`config.mk`:
```
export PLATFORM = sky130hd
export DESIGN_NAME = byte_stuffing_deframer
export DESIGN_NICKNAME = d
export VERILOG_FILES = /design/src/sv/bsd_pkg.sv /design/src/sv/byte_stuffing_deframer.sv
export SDC_FILE = /design/constraint.sdc
export NUM_CORES = 1
export LEC_CHECK = 0
export BUFFER_PORTS_ARGS = -buffer_cell sky130_fd_sc_hd__buf_2
export CORE_MARGIN = 2
export CORE_UTILIZATION = 38
export DETAILED_ROUTE_END_ITERATION = 6
export PLACE_DENSITY_LB_ADDON = 0.12
export SLEW_MARGIN = 20
export SYNTH_ARGS = -nofsm -noshare
export SYNTH_HDL_FRONTEND = slang
export SYNTH_SLANG_ARGS = --single-unit
```
`constraint.sdc`:
```
create_clock -name clk -period 8.5 [get_ports clk]
set_input_delay 0.425 -clock clk [delete_from_list [all_inputs] [get_ports clk]]
set_output_delay 0.425 -clock clk [all_outputs]
set_load 0.1 [all_outputs]
```
`src/sv/bsd_pkg.sv`:
```
// ----------------------------------------------------------------------------
// bsd_pkg
// Shared constants and types for the byte-stuffing deframer.
// ----------------------------------------------------------------------------
`default_nettype none

package bsd_pkg;

    // Largest number of decoded bytes kept in one frame (8 .. 4096)
    localparam int MAX_FRAME   = 256;
    // Byte counter must hold MAX_FRAME itself
    localparam int BCNT_W      = $clog2(MAX_FRAME + 1);
    // Counter extended so an 8-bit slice and a saturation test are always legal
    localparam int BCNT_EXT_W  = BCNT_W + 8;

    localparam int ADDR_BYTES  = 6;
    localparam logic [7:0] TOGGLE_MASK = 8'h20;

    // Reset values of the code registers
    localparam logic [7:0] START_CODE_RST  = 8'd126;
    localparam logic [7:0] ESCAPE_CODE_RST = 8'd125;
    localparam logic [7:0] END_CODE_RST    = 8'd127;

    // Configuration register indexes
    localparam logic [1:0] CFG_START  = 2'd0;
    localparam logic [1:0] CFG_ESCAPE = 2'd1;
    localparam logic [1:0] CFG_END    = 2'd2;

    // Result kinds
    typedef enum logic [2:0] {
        KIND_ADDR        = 3'd0,
        KIND_PAYLOAD     = 3'd1,
        KIND_GOOD_END    = 3'd2,
        KIND_DROPPED_END = 3'd3,
        KIND_ABORT       = 3'd4
    } kind_t;

endpackage

`default_nettype wire

```
`src/sv/byte_stuffing_deframer.sv`:
```
// ----------------------------------------------------------------------------
// byte_stuffing_deframer
// Decodes an escaped, byte-stuffed serial stream into address bytes,
// payload bytes and frame end / abort markers, one line byte per cycle unless m_axis stalls.
// ----------------------------------------------------------------------------
//
//  Channel    Dir  Payload                                      Transaction
//  s_axis     in   tdata[7:0] rx_byte                           tvalid & tready
//  m_axis     out  tdata: out_byte, position, payload_length,   tvalid & tready
//                  truncated; tuser: kind
//  cfg        in   cfg_addr (register index), cfg_wr_data       cfg_wr_en
//
//  One byte is taken per cycle while m_axis is not stalled; a byte is held in
//  the input register and its result is written to the output register when
//  the decode step runs. Throughput is set by the single decode step, which
//  reads and updates the frame state in the same cycle. rst_n clears the frame
//  state, both valid flags and restores the default codes. A stalled m_axis
//  holds the result; the input register then fills and s_axis_tready drops.
//
`default_nettype none

module byte_stuffing_deframer
    import bsd_pkg::*;
(
    input  wire logic        clk,
    input  wire logic        rst_n,

    input  wire logic        s_axis_tvalid,
    output      logic        s_axis_tready,
    input  wire logic [7:0]  s_axis_tdata,   // [7:0] rx_byte

    output      logic        m_axis_tvalid,
    input  wire logic        m_axis_tready,
    output      logic [31:0] m_axis_tdata,   // [7:0] out_byte, [15:8] position,
                                             // [23:16] payload_length,
                                             // [24] truncated, [31:25] zero
    output      logic [2:0]  m_axis_tuser,   // [2:0] kind

    input  wire logic        cfg_wr_en,
    input  wire logic [1:0]  cfg_addr,
    input  wire logic [7:0]  cfg_wr_data
);

    // Code registers
    logic [7:0] start_code_reg;
    logic [7:0] escape_code_reg;
    logic [7:0] end_code_reg;

    // Input register
    logic       in_valid_reg;
    logic [7:0] in_byte_reg;

    // Frame state
    logic              inside_reg,   inside_next;
    logic              esc_reg,      esc_next;
    logic [BCNT_W-1:0] cnt_reg,      cnt_next;
    logic              ovf_reg,      ovf_next;

    // Output register
    logic       out_valid_reg;
    kind_t      kind_reg,     kind_next;
    logic [7:0] out_byte_reg, out_byte_next;
    logic [7:0] pos_reg,      pos_next;
    logic [7:0] len_reg,      len_next;
    logic       trunc_reg,    trunc_next;
    logic       res_next;

    logic                  advance;
    logic [7:0]            data_byte;
    logic [BCNT_EXT_W-1:0] cnt_ext;
    logic [BCNT_EXT_W-1:0] pay_ext;

    // Handshake: the decode step runs when an input byte is held and the output slot is free or drained
    assign advance       = in_valid_reg && (!out_valid_reg || m_axis_tready);
    assign s_axis_tready = !in_valid_reg || advance;

    assign m_axis_tvalid = out_valid_reg;
    assign m_axis_tuser  = kind_reg;
    assign m_axis_tdata  = {7'd0, trunc_reg, len_reg, pos_reg, out_byte_reg};

    // Counter views for position and payload length
    assign cnt_ext   = {8'd0, cnt_reg};
    assign pay_ext   = cnt_ext - BCNT_EXT_W'(ADDR_BYTES);
    assign data_byte = esc_reg ? (in_byte_reg ^ TOGGLE_MASK) : in_byte_reg;

    // Decode step
    always_comb
    begin
        inside_next   = inside_reg;
        esc_next      = esc_reg;
        cnt_next      = cnt_reg;
        ovf_next      = ovf_reg;
        res_next      = 1'b0;
        kind_next     = KIND_ADDR;
        out_byte_next = 8'd0;
        pos_next      = 8'd0;
        len_next      = 8'd0;
        trunc_next    = 1'b0;

        if (in_byte_reg == start_code_reg)
        begin
            // Start code: abort an open frame, then open a fresh one
            if (inside_reg)
            begin
                res_next   = 1'b1;
                kind_next  = KIND_ABORT;
                trunc_next = ovf_reg;
            end
            inside_next = 1'b1;
            esc_next    = 1'b0;
            cnt_next    = '0;
            ovf_next    = 1'b0;
        end
        else if (!inside_reg)
        begin
            // Idle line: byte ignored
        end
        else if (in_byte_reg == end_code_reg)
        begin
            res_next   = 1'b1;
            trunc_next = ovf_reg;
            if (cnt_ext >= BCNT_EXT_W'(ADDR_BYTES))
            begin
                kind_next = KIND_GOOD_END;
                len_next  = (pay_ext > BCNT_EXT_W'(255)) ? 8'hFF : pay_ext[7:0];
            end
            else
            begin
                kind_next = KIND_DROPPED_END;
            end
            inside_next = 1'b0;
            esc_next    = 1'b0;
        end
        else if (in_byte_reg == escape_code_reg)
        begin
            esc_next = 1'b1;
        end
        else
        begin
            esc_next = 1'b0;
            if (cnt_reg == BCNT_W'(MAX_FRAME))
            begin
                // Frame full: drop the byte
                ovf_next = 1'b1;
            end
            else
            begin
                res_next      = 1'b1;
                out_byte_next = data_byte;
                if (cnt_ext < BCNT_EXT_W'(ADDR_BYTES))
                begin
                    kind_next = KIND_ADDR;
                    pos_next  = cnt_ext[7:0];
                end
                else
                begin
                    kind_next = KIND_PAYLOAD;
                    pos_next  = pay_ext[7:0];
                end
                cnt_next = cnt_reg + BCNT_W'(1);
            end
        end
    end

    // Code registers
    always_ff @(posedge clk or negedge rst_n)
    begin
        if (!rst_n)
        begin
            start_code_reg  <= START_CODE_RST;
            escape_code_reg <= ESCAPE_CODE_RST;
            end_code_reg    <= END_CODE_RST;
        end
        else if (cfg_wr_en)
        begin
            case (cfg_addr)
                CFG_START:  start_code_reg  <= cfg_wr_data;
                CFG_ESCAPE: escape_code_reg <= cfg_wr_data;
                CFG_END:    end_code_reg    <= cfg_wr_data;
                default:    ;
            endcase
        end
    end

    // Input register
    always_ff @(posedge clk or negedge rst_n)
    begin
        if (!rst_n)
        begin
            in_valid_reg <= 1'b0;
        end
        else if (s_axis_tready)
        begin
            in_valid_reg <= s_axis_tvalid;
        end
    end

    always_ff @(posedge clk)
    begin
        if (s_axis_tvalid && s_axis_tready)
        begin
            in_byte_reg <= s_axis_tdata;
        end
    end

    // Frame state and output valid
    always_ff @(posedge clk or negedge rst_n)
    begin
        if (!rst_n)
        begin
            inside_reg    <= 1'b0;
            esc_reg       <= 1'b0;
            cnt_reg       <= '0;
            ovf_reg       <= 1'b0;
            out_valid_reg <= 1'b0;
        end
        else
        begin
            if (advance)
            begin
                inside_reg    <= inside_next;
                esc_reg       <= esc_next;
                cnt_reg       <= cnt_next;
                ovf_reg       <= ovf_next;
                out_valid_reg <= res_next;
            end
            else if (m_axis_tready)
            begin
                out_valid_reg <= 1'b0;
            end
        end
    end

    // Result payload
    always_ff @(posedge clk)
    begin
        if (advance && res_next)
        begin
            kind_reg     <= kind_next;
            out_byte_reg <= out_byte_next;
            pos_reg      <= pos_next;
            len_reg      <= len_next;
            trunc_reg    <= trunc_next;
        end
    end

endmodule

`default_nettype wire
```
==> impl_metrics.py, run 1 <==
metrics = {
    "yosys": {
        "synth_top_cell_by_area": "edfxtp_1",
        "yosysUniqueCellTypes": 46,
        "yosysWarnings": 0,
        "synth_top_area_share_pct": 29.7,
        "synthCells": 296,
        "muxShareOfSynthArea_pct": 9.36,
        "synth_area_leaders": "edfxtp_1 (30%), dfstp_2 (14%), dfrtp_1 (13%)",
        "synth_fa_ha_area_share_pct": 2.06,
        "synthesis.area_sq_um": 3640,
        "synth_xor_area_share_pct": 7.46,
        "synth_compound_area_share_pct": 4.78,
        "synth_edf_count": 36,
        "async_flop_share_pct": 51.4,
        "ys_seq_area_share_pct": 56.5,
        "synthSimpleGateAreaFrac_pct": 15.9,
        "ys.flop_type": "edfxtp_1",
        "avgSynthCellArea_sq_um": 12.3,
        "ys_seq_elements": 74,
        "synth_top_family_by_area": "simple AND/OR/NAND/NOR gates",
    },
    "grt": {
        "grt_max_degree": 39,
        "grt-ovfl-total": 0,
        "grtUsageTotal_pct": 15.5,
        "antenna_found_initial": 0,
        "grt_pass1_vias": 2233,
        "grt_pass1_wl_um": 12100,
    },
    "final_layout": {
        "diodes": 0,
        "num-nets-final": 379,
        "drive_gt1_share_pct": 33.8,
        "largest_reg_flops": 9,
        "utilization_pct": 45.3,
        "syn2layout_area_growth_pct": 15.5,
        "layoutNonFillerInstCount": 484,
    },
    "timing": {
        "setup_tns_ns": 0,
        "period_share_pct": 28.0,
        "setup_viol": 0,
        "worst_slew_pin_slew_ns": 0.853,
        "rsz0062_at_grt": "false",
        "hold_violations": 0,
        "max_slew_margin_pct": 43.1,
        "fmax_mhz": 420,
        "slew_violations": 0,
        "fin_worst_skew_ns": 0.0129,
        "period_minus_slack_ns": 2.38,
    },
    "clock_tree": {
        "cts-root-buf": "clkbuf_8",
        "cts_sinks": 74,
        "clk_latency_ns": 0.35,
        "cts_tree": "built",
        "cts-resized-gates": 0,
        "htree_num_levels": 3,
        "postCtsSetupBuffers": 0,
        "clk_pin_slew_ns": 0.08,
        "cts_made_buffers": 9,
        "max-clock-path-buffers": 2,
        "hold_buffers": 0,
    },
    "pwr": {
        "power.leakage_nw": 1.74,
        "p_total_w": 0.00152,
        "p_per_area_nw_per_um2": 362,
        "ir_drop_uv": 158,
    },
    "drt": {
        "totalWireLength_um": 7330,
        "avgViaCountPerCell": 4.88,
        "dr.pass1.iters": 5,
        "wl_per_cell_um": 15.2,
        "drtAntennaViolNets": 0,
        "drt-initial-drc-count": 96,
        "num_vias": 2361,
        "drc": 0,
    },
    "worst_setup_path": {
        "crit_path_cell_trace": "or3_4, or3_1, a211oi_1, nor2_2, buf_4",
        "endpoint_kind": "register",
        "required_ns": 8.57,
        "slowest_stage": "dfrtp_1",
        "startpoint_type": "register",
        "worstPathArrival_ns": 2.45,
        "path_class": "register to register",
        "max_stage_delay_ns": 0.49,
        "critPathBufInv": 1,
        "crit_fanout": 28,
        "crit_family": "simple AND/OR/NAND/NOR gates",
    },
    "min_path": {
        "min_path_type": "primary input to async pin",
    },
    "placement": {
        "gp_congestion": 0.797,
        "hpwl_um": 5340,
        "placedCellCount": 468,
        "portBuffers": 52,
    },
    "floorplan": {
        "dieHeight_um": 102,
        "pin_count": 60,
        "die-area_sq_um": 10400,
        "fp.coreArea_sq_um": 9280,
        "start_util_pct": 39.2,
        "rows": 35,
        "die_w_um": 102,
    },
    "run": {
        "max_cap_violations": 0,
    },
    "status": {
        "run_status": "complete, no violations",
    },
}
layer usage:
layer  vias to the layer above  wire (um)  part of all wire, %  GRT usage (%)
met5                         -          0                    0              0
met4                         0         58                 0.79           4.31
met3                         5        357                  4.9           4.38
met1                      1130       3730                   51           23.8
met2                        61       3180                   43           21.4
li1                       1165          -                    -              -
synthesized netlist by cell type, drive strengths merged (4+ instances only):
cell / count
nand4: 6
xor2: 19
o21ai: 4
dfrtp: 19
nor4: 8
mux2: 24
dfstp: 19
buf: 11
nor3: 9
xnor2: 12
mux2i: 7
edfxtp: 36
a21oi: 12
clkbuf: 5
ha: 6
and3: 6
and2: 11
nand3: 12
nand2: 19
nand2b: 9
inv: 8
nor2: 9
power breakdown:
| group | total [W] | switching [W] | internal [W] |
|---|---|---|---|
| sequential | 0.000559 | 0.0000646 | 0.000494 |
| combinational | 0.000671 | 0.000511 | 0.000161 |
| clock | 0.000293 | 0.000137 | 0.000156 |
| total | 0.00152 | 0.000712 | 0.000811 |
final cells by class:
class                   count  area (sq um)
fillers                   902          5080
flip-flops and latches     74          2060
multi-input cells         204          1470
repair buffers             53           268
well taps                 129           161
clock buffers              10           149
clock inverters             6          70.1
inverters                   8          30.0
cell families after synthesis:
group	count (synthesis)
buffers and inverters	24
AO/OA/AOI/OAI	28
flip-flops	74
adder cells (fa/ha/maj)	6
XOR/XNOR	31
AND/OR/NAND/NOR	101
multiplexers	31
other	1
cell usage in the layout, fill, tap and decap left out, types with 6 or more instances in the layout:
cell type  instances
nand2b_1           9
ha_1               6
nand2_1           19
and3_1             6
mux2i_1            7
nand4_1            6
nor4_1             6
nor2_1             8
and2_1            11
dfstp_2           19
edfxtp_1          36
inv_1              8
buf_2             52
nand3_1           12
xor2_1            19
dfrtp_1           19
conb_1             7
a21oi_1           12
nor3_1             8
clkbuf_8           9
mux2_2            24
xnor2_1           12
path summary, 6_finish.rpt:
kind                            startpoint           endpoint  slack, ns  cells after the start
setup / recovery                cnt_reg[3]         len_reg[5]       6.12                      5
hold / removal                       rst_n  start_code_reg[0]       0.19                      1
setup reg to reg                cnt_reg[3]         len_reg[5]       6.12                      5
hold reg to reg                    ovf_reg            ovf_reg       0.51                      1
max in group asynchronous            rst_n         cnt_reg[0]       7.78                      1
min in group clk           s_axis_tdata[2]     in_byte_reg[2]       0.25                      1
per-stage QoR:
step           setup slack (ns)  hold slack, ns  cell area [sq um]
2_1_floorplan              5.51           0.129               3660
3_3_place_gp               6.18           0.498               3980
3_5_place_dp               6.14           0.495               3980
4_1_cts                    6.12           0.210               4200
5_1_grt                    5.97           0.219               4200
6_report                   6.12           0.190               4200
Power figures use the tool's default switching activity.
==> inputs of run 2 (changes only) <==
==> constraint.sdc (replaced) <==
create_clock -name clk -period 2.2 [get_ports clk]
set_input_delay 0.11 -clock clk [delete_from_list [all_inputs] [get_ports clk]]
set_output_delay 0.11 -clock clk [all_outputs]
set_load 0.1 [all_outputs]
==> run 2 against run 1 <==
Worst hold slack worse by 0.17 ns. Clock power rose to 4.3 times the previous value. Die area unchanged. Non-clock buffer count up 34. Clock skew up 0.0027 ns. Worst setup slack worse by 6.0 ns. Maximum frequency up 13%. Highest routed layer unchanged. Wire length up 6.5%. Cell count up 7.0%. Sequential cell count unchanged. Global-route usage up 0.65 points.
==> impl_metrics.py, run 2 (synthesis gave the netlist of run 1 again) <==
metrics = {
    "floorplan": {
        "die_w_um": 102,
        "dieHeight_um": 102,
        "die-area_sq_um": 10400,
        "start_util_pct": 39.2,
        "fp.coreArea_sq_um": 9280,
        "rows": 35,
        "pin_count": 60,
    },
    "drt": {
        "drc": 0,
        "totalWireLength_um": 7810,
        "drtAntennaViolNets": 0,
        "dr.pass1.iters": 4,
        "wl_per_cell_um": 15.1,
        "num_vias": 2474,
        "avgViaCountPerCell": 4.78,
        "drt-initial-drc-count": 106,
    },
    "worst_setup_path": {
        "worstPathArrival_ns": 2.21,
        "r2r-end": "len_reg[7]",
        "crit_path_cell_trace": "or3_4, or3_1, a211oi_4, nor2_4, buf_12",
        "r2r_start": "cnt_reg[5]",
        "startpoint_type": "register",
        "critPathBufInv": 1,
        "crit_fanout": 28,
        "path_class": "register to register",
        "rrSetupSlack_ns": 0.1,
        "slowest_stage": "or3_4",
        "crit_family": "simple AND/OR/NAND/NOR gates",
        "max_stage_delay_ns": 0.44,
        "worst_r2r_path_depth": 5,
        "required_ns": 2.30,
        "endpoint_kind": "register",
    },
    "final_layout": {
        "num-nets-final": 413,
        "layout_common_cells": "buf_2 (52), edfxtp_1 (36), mux2_2 (24)",
        "syn2layout_area_growth_pct": 25.7,
        "num-fill-cells": 875,
        "layout_commonest_cell": "buf_2",
        "fin_area_sq_um": 4570,
        "drive_gt1_share_pct": 38.6,
        "diodes": 0,
        "utilization_pct": 49.3,
        "layoutNonFillerInstCount": 518,
        "largest_reg_flops": 9,
    },
    "grt": {
        "antenna_found_initial": 0,
        "grt_pass1_wl_um": 12600,
        "grtUsageTotal_pct": 16.1,
        "grt_pass1_vias": 2432,
        "grt_max_degree": 29,
        "grt-ovfl-total": 0,
    },
    "min_path": {
        "min_path_type": "primary input to register",
        "holdPathStages": 2,
        "min_from": "cfg_wr_data[2]",
        "min_to": "escape_code_reg[2]",
    },
    "clock_tree": {
        "clk_pin_slew_ns": 0.09,
        "cts_sinks": 74,
        "cts_tree": "built",
        "max-clock-path-buffers": 2,
        "cts-root-buf": "clkbuf_8",
        "cts_made_buffers": 9,
        "clk_latency_ns": 0.35,
        "htree_num_levels": 3,
    },
    "pwr": {
        "ir_drop_uv": 643,
        "power.leakage_nw": 1.92,
        "p_per_area_nw_per_um2": 1360,
    },
    "timing": {
        "fin_worst_skew_ns": 0.0156,
        "fin_ws_ns": 0.0974,
        "slew_violations": 0,
        "worst_slew_pin_slew_ns": 0.733,
        "period_minus_slack_ns": 2.10,
        "period_share_pct": 95.6,
        "setup_tns_ns": 0,
        "max_slew_margin_pct": 50.9,
        "setup_viol": 0,
        "hold_violations": 0,
        "fmax_mhz": 476,
    },
    "status": {
        "run_status": "complete, no violations",
    },
    "placement": {
        "dpl_cell_area_sq_um": 4180,
        "gp_congestion": 0.801,
        "placedCellCount": 488,
        "portBuffers": 52,
        "pre_cts_ws_ns": 0.0951,
        "hpwl_um": 5670,
    },
    "run": {
        "max_cap_violations": 0,
    },
}
-- run 2: cell types whose count changed in the layout (fill, tap and decap cells not counted), sizes merged --
cell         previous run  this run
buf                    53        76
dlygate4sd3             0        11
clkinvlp                0         1
bufinv                  1         2
clkinv                  3         1
-- run 2: worst reg2reg max path: cells and delay by family, from the launching register on --
kind | cells | cell delay [ns]
simple gates | 3 | 0.94
flops | 1 | 0.43
compound gates | 1 | 0.32
buf+inv | 1 | 0.17
-- run 2: power by group --
| group | internal (W) | switching, W | total, W | leakage, nW |
|---|---|---|---|---|
| sequential | 0.00191 | 0.000195 | 0.00211 | 0.788 |
| clock | 0.000718 | 0.000551 | 0.00127 | 0.119 |
| combinational | 0.000763 | 0.00208 | 0.00285 | 1.02 |
| total | 0.00339 | 0.00283 | 0.00622 | 1.92 |
-- run 2: what timing repair did --
action / 4_1_cts / 5_1_grt
resized for setup: 0 / 4
endpoints found under the setup margin: 0 / 52
hold buffers: 10 / 1
hold endpoints to repair: 22 / 1
setup buffers: 0 / 3
-- run 2: through the flow --
stage / power [W] / hold slack [ns]
after global placement: 0.00492 / 0.0344
after global routing: 0.00655 / 0.00532
after floorplan: 0.00439 / -0.186
after CTS: 0.00624 / 0.00229
final: 0.00622 / 0.0183
after detailed placement: 0.00495 / 0.0443
-- run 2: layout make-up --
cell class / count / area (sq um) / area share [%]
Clock buffer: 10 / 149 / 3.26
Clock inverter: 6 / 93.8 / 2.05
Inverter: 8 / 30.0 / 0.657
Multi-Input combinational cell: 204 / 1520 / 33.2
Sequential cell: 74 / 2060 / 45.0
Tap cell: 129 / 161 / 3.53
Timing Repair Buffer: 87 / 563 / 12.3
-- run 2: worst max path at each step --
stage	cells past startpoint	start	end	slack (ns)
floorplan	2	m_axis_tvalid	in_byte_reg[0]	0.03
global placement	6	in_byte_reg[5]	pos_reg[0]	0.1
detailed placement	6	in_byte_reg[5]	pos_reg[4]	0.1
CTS	6	in_byte_reg[5]	len_reg[7]	0.06
global route	6	in_byte_reg[5]	m_axis_tuser[0]	-0.002
finish	5	cnt_reg[5]	len_reg[7]	0.1
-- run 2: per-layer routing --
metal / vias up / part of all wire [%] / GRT usage (%)
li1: 1226 / - / -
met1: 1186 / 51 / 23.4
met2: 60 / 44 / 24.0
met3: 2 / 4.2 / 4.31
met4: 0 / 0.46 / 4.62
met5: - / 0 / 0
